[src/rtl/core/i2cras_pkg.sv]
// Shared types and codes for the I2C register access sequencer.
// No dependencies; compiled first.
`timescale 1ns / 1ps

package i2cras_pkg;

	// Request opcodes
	localparam logic [1:0] OP_READ  = 2'd0;
	localparam logic [1:0] OP_WRITE = 2'd1;
	localparam logic [1:0] OP_STEP  = 2'd2;

	// Engine actions
	localparam logic [2:0] ACT_START   = 3'd0;
	localparam logic [2:0] ACT_SEND    = 3'd1;
	localparam logic [2:0] ACT_RD_ACK  = 3'd2;
	localparam logic [2:0] ACT_RD_NACK = 3'd3;
	localparam logic [2:0] ACT_STOP    = 3'd4;
	localparam logic [2:0] ACT_RECOVER = 3'd5;
	localparam logic [2:0] ACT_NONE    = 3'd6;

	// Completion codes
	localparam logic [2:0] RC_OK        = 3'd0;
	localparam logic [2:0] RC_TIMEOUT   = 3'd1;
	localparam logic [2:0] RC_START     = 3'd2;
	localparam logic [2:0] RC_SLAW_NACK = 3'd3;
	localparam logic [2:0] RC_SLAR_NACK = 3'd4;
	localparam logic [2:0] RC_DATA_NACK = 3'd5;

	// Engine status codes (after masking)
	localparam logic [7:0] ST_MASK     = 8'hF8;
	localparam logic [7:0] ST_START    = 8'h08;
	localparam logic [7:0] ST_RESTART  = 8'h10;
	localparam logic [7:0] ST_SLAW_ACK = 8'h18;
	localparam logic [7:0] ST_DATA_ACK = 8'h28;
	localparam logic [7:0] ST_SLAR_ACK = 8'h40;

	typedef enum logic [3:0] {
		PH_IDLE   = 4'd0,
		PH_START1 = 4'd1,
		PH_SLAW   = 4'd2,
		PH_REG    = 4'd3,
		PH_DATA   = 4'd4,
		PH_START2 = 4'd5,
		PH_SLAR   = 4'd6,
		PH_RX     = 4'd7
	} phase_t;

	typedef struct packed {
		logic [1:0] op;
		logic [6:0] dev_id;
		logic [7:0] reg_ptr;
		logic [7:0] wr_data;
		logic [7:0] length;
		logic [7:0] bus_status;
		logic [7:0] rx_byte;
		logic       timed_out;
	} req_t;

	typedef struct packed {
		logic [2:0] action;
		logic [7:0] tx_byte;
		logic       rx_valid;
		logic [7:0] rx_data;
		logic [7:0] rx_index;
		logic       done_res;
		logic [2:0] result_code;
		logic       last;
	} res_t;

endpackage

[src/rtl/core/i2cras_req_if.sv]
// Request channel: valid/ready handshake plus command and engine-status fields.
// Standalone; no package dependency.
`timescale 1ns / 1ps

interface i2cras_req_if;
	logic       valid;
	logic       ready;
	logic [1:0] op;
	logic [6:0] dev_id;
	logic [7:0] reg_ptr;
	logic [7:0] wr_data;
	logic [7:0] length;
	logic [7:0] bus_status;
	logic [7:0] rx_byte;
	logic       timed_out;

	modport source (output valid, op, dev_id, reg_ptr, wr_data, length,
		bus_status, rx_byte, timed_out, input ready);
	modport sink (input valid, op, dev_id, reg_ptr, wr_data, length,
		bus_status, rx_byte, timed_out, output ready);
endinterface

[src/rtl/core/i2cras_rsp_if.sv]
// Result channel: valid/ready handshake plus engine action and completion fields.
// Standalone; no package dependency.
`timescale 1ns / 1ps

interface i2cras_rsp_if;
	logic       valid;
	logic       ready;
	logic [2:0] action;
	logic [7:0] tx_byte;
	logic       rx_valid;
	logic [7:0] rx_data;
	logic [7:0] rx_index;
	logic       done_res;
	logic [2:0] result_code;
	logic       last;

	modport source (output valid, action, tx_byte, rx_valid, rx_data, rx_index,
		done_res, result_code, last, input ready);
	modport sink (input valid, action, tx_byte, rx_valid, rx_data, rx_index,
		done_res, result_code, last, output ready);
endinterface

[src/rtl/core/i2c_register_access_sequencer_core.sv]
// I2C register access sequencer: input register, one-pass sequencing logic,
// two-entry result buffer. Depends on i2cras_pkg, i2cras_req_if, i2cras_rsp_if.
// A request is registered in the input register on accept; once the result
//   buffer has room it is processed and its results are registered there.
// Throughput: one request per cycle while the result port accepts each result;
//   a request that yields STOP plus recover places two results in the buffer.
// Reset (arst_n low, asynchronous): sequencer idle, buffers empty, state zero.
`timescale 1ns / 1ps

module i2c_register_access_sequencer_core
	import i2cras_pkg::*;
(
	input logic         clk,
	input logic         arst_n,
	i2cras_req_if.sink  cmd,
	i2cras_rsp_if.source res
);

	// ------------------------------------------------------------------
	// Stage 1: input register
	// ------------------------------------------------------------------
	logic valid_s1;
	req_t req_s1;

	// Two-entry result buffer; entry 0 is the head.
	res_t       out_q [2];
	logic [1:0] cnt_q;

	// Sequencer state
	phase_t     phase_q;
	logic       is_read_q;
	logic [6:0] target_q;
	logic [7:0] pointer_q;
	logic [7:0] wbyte_q;
	logic [7:0] blen_q;
	logic [7:0] bcount_q;

	logic pop;
	logic fire;       // stage-1 request is processed this cycle
	logic cmd_fire;

	assign pop      = res.valid && res.ready;
	// A request may yield two results, so only process into an empty buffer
	// (after this cycle's pop).
	assign fire     = valid_s1 && ((cnt_q == 2'd0) || (cnt_q == 2'd1 && pop));
	assign cmd.ready = !valid_s1 || fire;
	assign cmd_fire = cmd.valid && cmd.ready;

	always_ff @(posedge clk or negedge arst_n) begin
		if (!arst_n) begin
			valid_s1 <= 1'b0;
		end else if (cmd.ready) begin
			valid_s1 <= cmd.valid;
		end
	end

	always_ff @(posedge clk) begin
		if (cmd_fire) begin
			req_s1.op         <= cmd.op;
			req_s1.dev_id     <= cmd.dev_id;
			req_s1.reg_ptr    <= cmd.reg_ptr;
			req_s1.wr_data    <= cmd.wr_data;
			req_s1.length     <= cmd.length;
			req_s1.bus_status <= cmd.bus_status;
			req_s1.rx_byte    <= cmd.rx_byte;
			req_s1.timed_out  <= cmd.timed_out;
		end
	end

	// ------------------------------------------------------------------
	// Sequencing logic
	// ------------------------------------------------------------------
	logic [1:0] n_items;
	res_t       r0, r1;
	phase_t     phase_d;
	logic       is_read_d;
	logic [6:0] target_d;
	logic [7:0] pointer_d;
	logic [7:0] wbyte_d;
	logic [7:0] blen_d;
	logic [7:0] bcount_d;

	always_comb begin
		logic [7:0] st;
		logic       do_fail;
		logic [2:0] fcode;
		logic [7:0] cnt_inc;

		st        = req_s1.bus_status & ST_MASK;
		do_fail   = 1'b0;
		fcode     = RC_OK;
		cnt_inc   = bcount_q + 8'd1;
		n_items   = 2'd0;
		r0        = '0;
		r1        = '0;
		phase_d   = phase_q;
		is_read_d = is_read_q;
		target_d  = target_q;
		pointer_d = pointer_q;
		wbyte_d   = wbyte_q;
		blen_d    = blen_q;
		bcount_d  = bcount_q;

		// Single-item defaults: whatever is emitted is the last item.
		r0.last   = 1'b1;

		case (req_s1.op)
			OP_READ, OP_WRITE: begin
				// Commands are dropped while a transaction is running.
				if (phase_q == PH_IDLE) begin
					is_read_d = (req_s1.op == OP_READ);
					target_d  = req_s1.dev_id;
					pointer_d = req_s1.reg_ptr;
					wbyte_d   = req_s1.wr_data;
					blen_d    = req_s1.length;
					bcount_d  = 8'd0;
					phase_d   = PH_START1;
					n_items   = 2'd1;
					r0.action = ACT_START;
				end
			end
			OP_STEP: begin
				if (phase_q != PH_IDLE) begin
					if (req_s1.timed_out) begin
						do_fail = 1'b1;
						fcode   = RC_TIMEOUT;
					end else begin
						case (phase_q)
							PH_START1: begin
								if (st != ST_START && st != ST_RESTART) begin
									do_fail = 1'b1;
									fcode   = RC_START;
								end else begin
									phase_d    = PH_SLAW;
									n_items    = 2'd1;
									r0.action  = ACT_SEND;
									r0.tx_byte = {target_q, 1'b0};
								end
							end
							PH_SLAW: begin
								if (st != ST_SLAW_ACK) begin
									do_fail = 1'b1;
									fcode   = RC_SLAW_NACK;
								end else begin
									phase_d    = PH_REG;
									n_items    = 2'd1;
									r0.action  = ACT_SEND;
									r0.tx_byte = pointer_q;
								end
							end
							PH_REG: begin
								if (st != ST_DATA_ACK) begin
									do_fail = 1'b1;
									fcode   = RC_DATA_NACK;
								end else if (!is_read_q) begin
									phase_d    = PH_DATA;
									n_items    = 2'd1;
									r0.action  = ACT_SEND;
									r0.tx_byte = wbyte_q;
								end else begin
									// repeated START for the read half
									phase_d   = PH_START2;
									n_items   = 2'd1;
									r0.action = ACT_START;
								end
							end
							PH_DATA: begin
								if (st != ST_DATA_ACK) begin
									do_fail = 1'b1;
									fcode   = RC_DATA_NACK;
								end else begin
									phase_d     = PH_IDLE;
									n_items     = 2'd1;
									r0.action   = ACT_STOP;
									r0.done_res = 1'b1;
								end
							end
							PH_START2: begin
								if (st != ST_START && st != ST_RESTART) begin
									do_fail = 1'b1;
									fcode   = RC_START;
								end else begin
									phase_d    = PH_SLAR;
									n_items    = 2'd1;
									r0.action  = ACT_SEND;
									r0.tx_byte = {target_q, 1'b1};
								end
							end
							PH_SLAR: begin
								if (st != ST_SLAR_ACK) begin
									do_fail = 1'b1;
									fcode   = RC_SLAR_NACK;
								end else if (blen_q == 8'd0) begin
									// empty burst: straight to STOP
									phase_d     = PH_IDLE;
									n_items     = 2'd1;
									r0.action   = ACT_STOP;
									r0.done_res = 1'b1;
								end else begin
									bcount_d  = 8'd0;
									phase_d   = PH_RX;
									n_items   = 2'd1;
									// NACK right away for a one-byte burst
									r0.action = (blen_q > 8'd1) ? ACT_RD_ACK : ACT_RD_NACK;
								end
							end
							PH_RX: begin
								bcount_d    = cnt_inc;
								n_items     = 2'd1;
								r0.rx_valid = 1'b1;
								r0.rx_data  = req_s1.rx_byte;
								r0.rx_index = bcount_q;
								if (cnt_inc >= blen_q) begin
									phase_d     = PH_IDLE;
									r0.action   = ACT_STOP;
									r0.done_res = 1'b1;
								end else begin
									// compare in 9 bits: count+2 against length
									r0.action = (({1'b0, cnt_inc} + 9'd1) < {1'b0, blen_q})
										? ACT_RD_ACK : ACT_RD_NACK;
								end
							end
							default: begin
								phase_d = PH_IDLE;
							end
						endcase
					end
				end
			end
			default: ;
		endcase

		// Any failure: STOP, plus recover for a timeout or START failure.
		if (do_fail) begin
			phase_d   = PH_IDLE;
			r0        = '0;
			r0.action = ACT_STOP;
			if (fcode == RC_TIMEOUT || fcode == RC_START) begin
				n_items        = 2'd2;
				r1.action      = ACT_RECOVER;
				r1.done_res    = 1'b1;
				r1.result_code = fcode;
				r1.last        = 1'b1;
			end else begin
				n_items        = 2'd1;
				r0.done_res    = 1'b1;
				r0.result_code = fcode;
				r0.last        = 1'b1;
			end
		end
	end

	// ------------------------------------------------------------------
	// State registers
	// ------------------------------------------------------------------
	always_ff @(posedge clk or negedge arst_n) begin
		if (!arst_n) begin
			phase_q   <= PH_IDLE;
			is_read_q <= 1'b0;
			target_q  <= '0;
			pointer_q <= '0;
			wbyte_q   <= '0;
			blen_q    <= '0;
			bcount_q  <= '0;
		end else if (fire) begin
			phase_q   <= phase_d;
			is_read_q <= is_read_d;
			target_q  <= target_d;
			pointer_q <= pointer_d;
			wbyte_q   <= wbyte_d;
			blen_q    <= blen_d;
			bcount_q  <= bcount_d;
		end
	end

	// ------------------------------------------------------------------
	// Result buffer
	// ------------------------------------------------------------------
	always_ff @(posedge clk or negedge arst_n) begin
		if (!arst_n) begin
			cnt_q <= 2'd0;
		end else if (fire) begin
			cnt_q <= n_items;
		end else if (pop) begin
			cnt_q <= cnt_q - 2'd1;
		end
	end

	always_ff @(posedge clk) begin
		if (fire) begin
			out_q[0] <= r0;
			out_q[1] <= r1;
		end else if (pop) begin
			out_q[0] <= out_q[1];
		end
	end

	assign res.valid       = (cnt_q != 2'd0);
	assign res.action      = out_q[0].action;
	assign res.tx_byte     = out_q[0].tx_byte;
	assign res.rx_valid    = out_q[0].rx_valid;
	assign res.rx_data     = out_q[0].rx_data;
	assign res.rx_index    = out_q[0].rx_index;
	assign res.done_res    = out_q[0].done_res;
	assign res.result_code = out_q[0].result_code;
	assign res.last        = out_q[0].last;

	// ------------------------------------------------------------------
	// Assertions
	// ------------------------------------------------------------------
	a_cnt_range: assert property (@(posedge clk) disable iff (!arst_n)
		cnt_q != 2'd3)
		else $error("result buffer count out of range");

	a_pair_order: assert property (@(posedge clk) disable iff (!arst_n)
		cnt_q == 2'd2 |-> (out_q[1].last && !out_q[0].last
			&& out_q[1].action == ACT_RECOVER))
		else $error("two-result pair out of order");

	a_pair_idle: assert property (@(posedge clk) disable iff (!arst_n)
		fire && n_items == 2'd2 |=> phase_q == PH_IDLE)
		else $error("recovery did not return to idle");

	a_done_last: assert property (@(posedge clk) disable iff (!arst_n)
		res.valid && res.done_res |-> res.last && res.action != ACT_NONE)
		else $error("completion not on final result");

	a_fire_room: assert property (@(posedge clk) disable iff (!arst_n)
		fire |-> (cnt_q == 2'd0 || pop))
		else $error("processed request with a full buffer");

endmodule
[src/flat_wrapper.sv]
// flat-port wrapper written by rule: the top's interface ports become plain ports
module i2c_register_access_sequencer_core_flat import i2cras_pkg::*;
  (clk, arst_n, cmd_valid, cmd_op, cmd_dev_id, cmd_reg_ptr, cmd_wr_data, cmd_length, cmd_bus_status, cmd_rx_byte, cmd_timed_out, cmd_ready, res_valid, res_action, res_tx_byte, res_rx_valid, res_rx_data, res_rx_index, res_done_res, res_result_code, res_last, res_ready);
  i2cras_req_if cmd_i ();
  i2cras_rsp_if res_i ();
  input logic clk;
  input logic arst_n;
  input wire logic [$bits(cmd_i.valid)-1:0] cmd_valid;
  input wire logic [$bits(cmd_i.op)-1:0] cmd_op;
  input wire logic [$bits(cmd_i.dev_id)-1:0] cmd_dev_id;
  input wire logic [$bits(cmd_i.reg_ptr)-1:0] cmd_reg_ptr;
  input wire logic [$bits(cmd_i.wr_data)-1:0] cmd_wr_data;
  input wire logic [$bits(cmd_i.length)-1:0] cmd_length;
  input wire logic [$bits(cmd_i.bus_status)-1:0] cmd_bus_status;
  input wire logic [$bits(cmd_i.rx_byte)-1:0] cmd_rx_byte;
  input wire logic [$bits(cmd_i.timed_out)-1:0] cmd_timed_out;
  output wire logic [$bits(cmd_i.ready)-1:0] cmd_ready;
  output wire logic [$bits(res_i.valid)-1:0] res_valid;
  output wire logic [$bits(res_i.action)-1:0] res_action;
  output wire logic [$bits(res_i.tx_byte)-1:0] res_tx_byte;
  output wire logic [$bits(res_i.rx_valid)-1:0] res_rx_valid;
  output wire logic [$bits(res_i.rx_data)-1:0] res_rx_data;
  output wire logic [$bits(res_i.rx_index)-1:0] res_rx_index;
  output wire logic [$bits(res_i.done_res)-1:0] res_done_res;
  output wire logic [$bits(res_i.result_code)-1:0] res_result_code;
  output wire logic [$bits(res_i.last)-1:0] res_last;
  input wire logic [$bits(res_i.ready)-1:0] res_ready;
  assign cmd_i.valid = cmd_valid;
  assign cmd_i.op = cmd_op;
  assign cmd_i.dev_id = cmd_dev_id;
  assign cmd_i.reg_ptr = cmd_reg_ptr;
  assign cmd_i.wr_data = cmd_wr_data;
  assign cmd_i.length = cmd_length;
  assign cmd_i.bus_status = cmd_bus_status;
  assign cmd_i.rx_byte = cmd_rx_byte;
  assign cmd_i.timed_out = cmd_timed_out;
  assign cmd_ready = cmd_i.ready;
  assign res_valid = res_i.valid;
  assign res_action = res_i.action;
  assign res_tx_byte = res_i.tx_byte;
  assign res_rx_valid = res_i.rx_valid;
  assign res_rx_data = res_i.rx_data;
  assign res_rx_index = res_i.rx_index;
  assign res_done_res = res_i.done_res;
  assign res_result_code = res_i.result_code;
  assign res_last = res_i.last;
  assign res_i.ready = res_ready;
  i2c_register_access_sequencer_core u_core (.clk(clk), .arst_n(arst_n), .cmd(cmd_i), .res(res_i));
endmodule
[config.mk]
export PLATFORM = sky130hd
export DESIGN_NAME = i2c_register_access_sequencer_core_flat
export DESIGN_NICKNAME = d
export VERILOG_FILES = /design/src/rtl/core/i2cras_pkg.sv /design/src/rtl/core/i2cras_req_if.sv /design/src/rtl/core/i2cras_rsp_if.sv /design/src/rtl/core/i2c_register_access_sequencer_core.sv /design/src/flat_wrapper.sv
export SDC_FILE = /design/constraint.sdc
export NUM_CORES = 1
export LEC_CHECK = 0
export BUFFER_PORTS_ARGS = -buffer_cell sky130_fd_sc_hd__buf_2
export CAP_MARGIN = 20
export CORE_MARGIN = 2
export CORE_UTILIZATION = 55
export CTS_CLUSTER_DIAMETER = 120
export DETAILED_ROUTE_END_ITERATION = 10
export PLACE_DENSITY = 0.77
export SYNTH_ARGS = -nofsm -noshare
export SYNTH_HDL_FRONTEND = slang
export SYNTH_SLANG_ARGS = --single-unit
[constraint.sdc]
create_clock -name clk -period 6.55 [get_ports clk]
set_input_delay 0.9825 -clock clk [delete_from_list [all_inputs] [get_ports clk]]
set_output_delay 0.9825 -clock clk [all_outputs]
set_load 0.01 [all_outputs]
==> results of run 1 <==
## routing by layer
metal	up-vias	track usage, %	part of all wire (%)
met3	21	5.21	6.5
li1	1828	-	-
met4	0	8.61	1.7
met2	156	32.3	47
met5	-	0	0
met1	1819	28.8	45
## cell type report
type	instances	area [sq um]	area share (%)
flip-flops and latches	130	3670	52.2
multi-input cells	270	2050	29.1
repair buffers	91	480	6.83
clock buffers	17	414	5.89
well taps	136	170	2.42
clock inverters	15	158	2.24
inverters	24	90.1	1.28
## placed cells by master, fill, tap and decap left out, drive strengths merged, types with 2 or more instances in the layout
master,instances
a21boi,2
a21o,2
a21oi,13
a222oi,8
a2bb2oi,2
a31o,3
a31oi,2
and2,16
and3,3
buf,91
clkbuf,17
clkinv,5
dfrtp,46
edfxtp,84
ha,20
inv,33
mux2,31
nand2,28
nand2b,4
nand3,9
nand3b,2
nand4,3
nor2,27
nor2b,3
nor3,8
nor4,5
o211ai,6
o21ai,15
o2bb2ai,6
o31ai,4
o32ai,2
or3,5
or3b,3
xnor2,14
xor2,2
## registers in the layout, summed over array words and instances (netlist names)
name,count
u_core.phase_q,3
u_core.valid_s1,1
u_core.is_read_q,1
u_core.out_q,37
u_core.bcount_q,8
u_core.wbyte_q,8
u_core.cnt_q,2
u_core.target_q,7
u_core.blen_q,8
u_core.pointer_q,8
u_core.req_s1,47
## metrics by stage
stage | hold WS (ns) | area [sq um] | instances | power, mW
5_1_grt | 0.346 | 7030 | 683 | 3.22
3_5_place_dp | 0.445 | 6430 | 649 | 2.16
4_1_cts | 0.460 | 7010 | 681 | 3.07
2_1_floorplan | 0.431 | 5890 | 440 | 1.90
6_report | 0.355 | 7030 | 683 | 3.05
3_3_place_gp | 0.437 | 6430 | 649 | 2.11
## path summary, 6_finish.rpt
check,from,endpoint,slack (ns),cells past startpoint
max,u_core.bcount_q[0]$_DFFE_PN0P_,u_core.phase_q[1]$_DFFE_PN0P_,3.54,12
min,arst_n,u_core.blen_q[0]$_DFFE_PN0P_,0.36,1
max reg2reg,u_core.bcount_q[0]$_DFFE_PN0P_,u_core.phase_q[1]$_DFFE_PN0P_,3.54,12
min reg2reg,u_core.req_s1[45]$_DFFE_PP_,u_core.target_q[4]$_DFFE_PN0P_,0.45,1
max in group asynchronous,arst_n,u_core.phase_q[1]$_DFFE_PN0P_,5.70,2
min in group clk,u_core.req_s1[45]$_DFFE_PP_,u_core.target_q[4]$_DFFE_PN0P_,0.45,1
## worst register-to-register path, cell delays in order, from the launching register on
cell and delay (ns):
sky130_fd_sc_hd__dfrtp_1 0.52, sky130_fd_sc_hd__ha_1 0.37, sky130_fd_sc_hd__nand3_1 0.21, sky130_fd_sc_hd__nor2_1 0.18, sky130_fd_sc_hd__xnor2_1 0.20, sky130_fd_sc_hd__inv_1 0.14, sky130_fd_sc_hd__ha_1 0.29, sky130_fd_sc_hd__nand2_1 0.07
sky130_fd_sc_hd__nor2_1 0.18, sky130_fd_sc_hd__a21oi_1 0.16, sky130_fd_sc_hd__a21o_1 0.24, sky130_fd_sc_hd__a41oi_1 0.21, sky130_fd_sc_hd__o32ai_1 0.12
## cells by family (layout without fill, tap and decap cells)
kind of cell | count (synthesis) | after routing | share of synthesized area [%]
buffers and inverters | 40 | 147 | 2.85
DFF | 130 | 130 | 62.4
other | 1 | 1 | 0.0637
xor gates and xnor gates | 16 | 16 | 2.38
and+or+nand+nor | 123 | 123 | 11.9
muxes | 32 | 32 | 6.10
adders and majority gates | 20 | 20 | 4.25
AOI/OAI and AO/OA | 78 | 78 | 10.1
## report_power, final
group	leakage, nW	internal, mW	switching, mW
clock network	0.280	0.491	0.403
registers	1.39	1.22	0.146
logic	1.20	0.305	0.482
==> PnR_summary.wiki, run 1 <==
{| class="wikitable"
! Metric !! Value
|-
| Area share of the largest cell type after synthesis || 42.9%
|-
| Worst min path class || input port to async pin
|-
| Final Setup Violations || 0
|-
| Maximum fanout along the worst path || 9
|-
| Prevailing post-synth register cell || sky130_fd_sc_hd__edfxtp_1
|-
| Number of flops mapped to enable cells by yosys || 84
|-
| Starting utilization of the core area || 56.8%
|-
| Synthesized area divided by synthesized cell count || 13.4 sq um
|-
| Top-Level Pins || 89
|-
| Peak VDD IR || 0.210 mV
|-
| Critical setup path kind || flop to flop
|-
| Root Driver || sky130_fd_sc_hd__clkbuf_8
|-
| Port-buffer cells || 85
|-
| Peak per-stage delay on the critical path || 0.52 ns
|-
| TritonCTS clock tree || built
|-
| F_max || 332 MHz
|-
| Setup repair after global routing missed its margin || no
|-
| Post-cts sizing count || 0
|-
| Total count of hold-check failures in the final report || 0
|-
| Fin crit period || 3.01 ns
|-
| Post-Route Utilization || 67.8%
|-
| Post-detailed-placement half-perimeter wirelength || 7490 um
|-
| Most numerous cell in the Yosys netlist || sky130_fd_sc_hd__edfxtp_1
|-
| Cell chain of the critical path || ha_1 > nand3_1 > nor2_1 > xnor2_1 > inv_1 > ha_1 > nand2_1 > nor2_1 > a21oi_1 > a21o_1 > a41oi_1 > o32ai_1
|-
| Final count of pins violating max slew || 0
|-
| Share of the yosys chip area belonging to registers || 62.4%
|-
| Leading area contributor after synthesis || sky130_fd_sc_hd__edfxtp_1
|-
| Worst-Skew Late Latency || 0.52 ns
|-
| Final-layout fill cell count || 743
|-
| Maximum number of pins on one net before global-route repair || 48
|-
| Core outline area || 0.0104 sq mm
|-
| Kind of cell adding the most delay to the critical path || compound AO/OA/AOI/OAI gates
|-
| Clock transition at the registers of the reported paths || 0.06 ns
|-
| Placer congestion estimate || 0.863
|-
| Buffer levels on the longest clock path || 2
|-
| Total overflow reported by the global router || 0
|-
| Initial DRC Count || 474
|-
| Width of the die || 107 um
|-
| Buffers plus inverters on the worst setup path || 1
|-
| Via total after detailed routing || 3,824
|-
| First-pass GRT wire length || 18,400 um
|-
| Antenna violation net count after detailed routing || 0
|-
| Endpoint class of the critical path || flop
|-
| Worst Setup Slack, final || 3.54 ns
|-
| CP Launch Type || flop
|-
| Layout net count || 608
|-
| Buffers inserted by post-CTS timing repair || 0
|-
| Power density cells || 433 mW/mm^2
|-
| Total track usage || 21.0%
|-
| Final worst-path cycle share || 46.0%
|-
| Worst slack at placement || 3.47 ns
|-
| Number of distinct library cells after synthesis || 72
|-
| Final total negative setup slack || 0 ns
|-
| DRC violation count after routing || 0
|-
| Status || completed
|-
| Post-DR vias/cell || 5.60
|-
| Static Leak || 2.86 nW
|-
| Number of levels in the clock H-tree || 4
|-
| Antenna violations before repair || 0
|-
| Async set-or-reset flop fraction in the synthesized netlist || 35.4%
|-
| Cts-stage hold buffer count || 0
|-
| WL/cell || 16.3 um
|-
| Vert. Die Dim || 107 um
|-
| CP arrival || 3.39 ns
|-
| Gate count after technology mapping || 440
|-
| Max Clock Skew || 0.0126 ns
|-
| Cell types with the largest area share after synthesis || sky130_fd_sc_hd__edfxtp_1, sky130_fd_sc_hd__dfrtp_1, sky130_fd_sc_hd__mux2_1
|-
| Count of yosys warnings during synthesis || 0
|-
| Slowest-stage cell, CP || sky130_fd_sc_hd__dfrtp_1
|-
| Antenna diodes || 0
|-
| Detailed-routing iteration count for the pre-antenna-repair pass || 5
|-
| Area growth from synthesis to final layout || 19.5%
|-
| Cts bufs inserted || 17
|-
| Top post-synthesis cells by count || sky130_fd_sc_hd__edfxtp_1, sky130_fd_sc_hd__dfrtp_1, sky130_fd_sc_hd__mux2_1, sky130_fd_sc_hd__nand2_1, sky130_fd_sc_hd__nor2_1
|-
| Number of max-cap violations || 0
|-
| Clock sinks || 130
|-
| Count of state elements after synthesis || 130
|-
| Total wirelength of the detailed-routed design || 11,100 um
|-
| Fraction of layout cells with a size suffix above 1 || 27.2%
|-
| Die Area || 0.0115 sq mm
|-
| Worst Tran Pin Value || 1.06 ns
|-
| Synthesized netlist net count || 514
|-
| Cell row count || 37
|-
| Worst slew margin relative to its limit || 29.4%
|-
| Via count of the first global-routing pass || 3,723
|-
| Critical path data required time || 6.93 ns
|-
| Post-synth design cell area || 0.00589 sq mm
|}
Power figures use the tool's default switching activity.
==> run 2: changes to the inputs <==
Settings changed: ABC_AREA set to 1, CORE_UTILIZATION 55 to 52.
Clock period 6.55 ns to 2.44 ns, I/O delays scaled along.
==> PnR_summary.wiki, run 2 <==
{| class="wikitable"
! Metric !! Value
|-
| Status || complete, but fails checks
|-
| Violated checks || setup timing
|-
| Vert. Die Dim || 112 um
|-
| Fin crit period || 2.62 ns
|-
| Worst slew margin relative to its limit || 31.9%
|-
| Count of state elements after synthesis || 130
|-
| Via total after detailed routing || 4,445
|-
| TritonCTS clock tree || built
|-
| Peak VDD IR || 1.03 mV
|-
| Critical setup path kind || flop to flop
|-
| Final-layout fill cell count || 859
|-
| Cell types with the largest area share after synthesis || sky130_fd_sc_hd__edfxtp_1, sky130_fd_sc_hd__dfrtp_1, sky130_fd_sc_hd__nand2_1
|-
| Total count of hold-check failures in the final report || 0
|-
| Antenna diodes || 0
|-
| Register-to-register path setup slack || -0.18 ns
|-
| Clock transition at the registers of the reported paths || 0.06 ns
|-
| Area growth from synthesis to final layout || 25.3%
|-
| Final worst-path cycle share || 107%
|-
| Area share of the largest cell type after synthesis || 41.7%
|-
| Clock sinks || 130
|-
| Total wirelength of the detailed-routed design || 12,400 um
|-
| Worst-Skew Late Latency || 0.42 ns
|-
| Number of distinct library cells after synthesis || 44
|-
| Layout net count || 782
|-
| Gate count after technology mapping || 584
|-
| Number of max-cap violations || 0
|-
| Cts bufs inserted || 17
|-
| Worst Tran Pin Value || 1.02 ns
|-
| Switching power of the nets || 2.91 mW
|-
| Leading area contributor after synthesis || sky130_fd_sc_hd__edfxtp_1
|-
| Setup repair after global routing missed its margin || yes
|-
| Reg power frac || 41.7%
|-
| RR Startpoint || u_core.bcount_q[1]$_DFFE_PN0P_
|-
| Static Leak || 3.48 nW
|-
| Most numerous cell in the Yosys netlist || sky130_fd_sc_hd__nand2_1
|-
| Cell chain of the critical path || ha_4 > xnor2_4 > buf_6 > xor2_1 > inv_1 > ha_4 > nand2_1 > nand2_1 > a21oi_2 > nand2_1 > nand2_1 > nand2_1 > nand2_1 > nand2_1 > nand2_1 > nand2_1 > nand2_1 > nand2_1 > nand2_1 > nand2_1
|-
| Switching share of power || 34.0%
|-
| Worst-case reg-to-reg path depth || 20
|-
| Clock network fraction of total power || 28.5%
|-
| Number of flip-flops in the largest register || 47
|-
| Peak per-stage delay on the critical path || 0.44 ns
|-
| Total overflow reported by the global router || 0
|-
| Prevailing post-synth register cell || sky130_fd_sc_hd__edfxtp_1
|-
| Antenna violations before repair || 0
|-
| Area after detailed placement || 0.00683 sq mm
|-
| Synthesized area divided by synthesized cell count || 10.4 sq um
|-
| CP arrival || 2.78 ns
|-
| Share of synthesized cell area in full adder, half adder and majority cells || 4.13%
|-
| Worst slack at placement || -0.195 ns
|-
| Maximum number of pins on one net before global-route repair || 48
|-
| Die Area || 0.0125 sq mm
|-
| Cell internal pwr || 5.65 mW
|-
| Combinational family with the most area after synthesis || simple AND/OR/NAND/NOR gates
|-
| Total Power Consumption || 8.56 mW
|-
| Worst min path class || input port to async pin
|-
| Antenna violation net count after detailed routing || 0
|-
| Count of yosys warnings during synthesis || 0
|-
| Detailed-routing iteration count for the pre-antenna-repair pass || 6
|-
| Via count of the first global-routing pass || 4,514
|-
| Port-buffer cells || 85
|-
| Critical path data required time || 2.61 ns
|-
| Endpoint class of the critical path || flop
|-
| Worst Setup Slack, final || -0.176 ns
|-
| Post-synthesis share of cell area spent on xor and xnor gates || 1.30%
|-
| Fraction of layout cells with a size suffix above 1 || 29.1%
|-
| Leading cell type in the layout, fill and taps excluded || sky130_fd_sc_hd__nand2_1
|-
| Destination of the worst register-to-register timing path || u_core.out_q[0][30]$_DFFE_PP_
|-
| Biggest register || u_core.req_s1
|-
| Power density cells || 1130 mW/mm^2
|-
| DRC violation count after routing || 0
|-
| Starting utilization of the core area || 53.3%
|-
| Max Clock Skew || 0.0123 ns
|-
| Slowest-stage cell, CP || sky130_fd_sc_hd__dfrtp_2
|-
| Final Setup Violations || 5
|-
| Total track usage || 21.3%
|-
| Width of the die || 112 um
|-
| Largest registers || u_core.req_s1 (47), u_core.out_q (37)
|-
| Maximum fanout along the worst path || 4
|-
| Final count of pins violating max slew || 0
|-
| Core outline area || 0.0114 sq mm
|-
| Post-synth design cell area || 0.00606 sq mm
|-
| Proportion of power drawn by combinational gates || 29.8%
|-
| F_max || 382 MHz
|-
| Async set-or-reset flop fraction in the synthesized netlist || 35.4%
|-
| Synthesized netlist net count || 658
|-
| Buffer levels on the longest clock path || 2
|-
| Buffers plus inverters on the worst setup path || 2
|-
| Initial DRC Count || 238
|-
| First-pass GRT wire length || 21,000 um
|-
| Root Driver || sky130_fd_sc_hd__clkbuf_16
|-
| Fin area || 0.00759 sq mm
|-
| CP Launch Type || flop
|-
| Number of levels in the clock H-tree || 4
|-
| Synthesized-area fraction occupied by and/or/nand/nor cells || 21.4%
|-
| Kind of cell adding the most delay to the critical path || simple AND/OR/NAND/NOR gates
|-
| Post-detailed-placement half-perimeter wirelength || 8630 um
|-
| Most used cell, CP || sky130_fd_sc_hd__nand2_1
|-
| Complex-gate fraction of the synthesized area || 6.34%
|-
| Commonest non-fill, non-tap cells in the layout || sky130_fd_sc_hd__nand2_1, sky130_fd_sc_hd__buf_2, sky130_fd_sc_hd__edfxtp_1, sky130_fd_sc_hd__inv_1, sky130_fd_sc_hd__dfrtp_1
|-
| Top-Level Pins || 89
|-
| Post-DR vias/cell || 5.14
|-
| Share of the yosys chip area belonging to registers || 60.7%
|-
| Count of cell instances traversed by the critical path || 20
|-
| Fraction of synthesized area in multiplexers || 0%
|-
| Cell row count || 39
|-
| Number of flops mapped to enable cells by yosys || 84
|-
| Top post-synthesis cells by count || sky130_fd_sc_hd__nand2_1, sky130_fd_sc_hd__edfxtp_1, sky130_fd_sc_hd__inv_1
|-
| WL/cell || 14.4 um
|-
| Placer congestion estimate || 0.859
|}
==> run 2: logic make-up (layout without fill, tap and decap cells) <==
| kind of cell | Yosys count | count (layout) |
|---|---|---|
| and+or+nand+nor | 272 | 272 |
| DFF | 130 | 130 |
| buffers and inverters | 91 | 228 |
| AOI/OAI and AO/OA | 61 | 61 |
| adders and majority gates | 20 | 20 |
| xor gates and xnor gates | 9 | 9 |
| other | 1 | 1 |
==> run 2: worst max path at each step <==
stage | slack, ns | start | to
global placement | -0.11 | u_core.bcount_q[1]$_DFFE_PN0P_ | u_core.out_q[0][30]$_DFFE_PP_
global route | -0.35 | u_core.bcount_q[1]$_DFFE_PN0P_ | u_core.out_q[0][30]$_DFFE_PP_
floorplan | 0.009 | u_core.bcount_q[0]$_DFFE_PN0P_ | u_core.out_q[0][30]$_DFFE_PP_
CTS | -0.14 | u_core.bcount_q[1]$_DFFE_PN0P_ | u_core.out_q[0][30]$_DFFE_PP_
detailed placement | -0.19 | u_core.bcount_q[1]$_DFFE_PN0P_ | u_core.out_q[0][30]$_DFFE_PP_
finish | -0.18 | u_core.bcount_q[1]$_DFFE_PN0P_ | u_core.out_q[0][30]$_DFFE_PP_
==> run 2: layout make-up <==
type | instances | area, sq um | share of cell area [%]
Clock buffer | 19 | 443 | 5.84
Clock inverter | 13 | 138 | 1.81
Inverter | 82 | 313 | 4.12
Multi-Input combinational cell | 363 | 2190 | 28.9
Sequential cell | 130 | 3680 | 48.4
Tap cell | 143 | 179 | 2.36
Timing Repair Buffer | 114 | 647 | 8.52
==> run 2: routing by layer <==
metal  share of wire [%]  GRT usage (%)
met2                  51           36.6
met1                  41           25.8
met3                 5.8           5.50
met4                 1.9           8.72
met5                   0              0
==> run 2: power groups by stage <==
stage,Combinational [mW],Sequential [mW],Clock (mW)
2_1_floorplan,1.44,3.69,0
3_3_place_gp,2.31,3.58,0
3_5_place_dp,2.41,3.61,0
4_1_cts,2.46,3.57,2.47
5_1_grt,2.88,3.65,2.59
6_report,2.55,3.57,2.44
==> run 2: metrics by stage <==
step | instances | hold slack [ns] | util [%] | setup TNS, ns
3_3_place_gp | 826 | 0.432 | 60.1 | -0.168
5_1_grt | 864 | 0.0971 | 66.8 | -1.50
4_1_cts | 862 | 0.0567 | 65.8 | -0.168
6_report | 864 | 0.0488 | 66.8 | -0.383
3_5_place_dp | 826 | 0.435 | 60.1 | -0.626
2_1_floorplan | 584 | 0.0704 | - | 0
==> run 2: what timing repair did <==
| action | CTS | global route |
|---|---|---|
| hold buffers | 0 | 0 |
| buffers inserted | 4 | 2 |
| resized for setup | 7 | 17 |
| pin swaps | 6 | 10 |
| endpoints found under the setup margin | 7 | 7 |
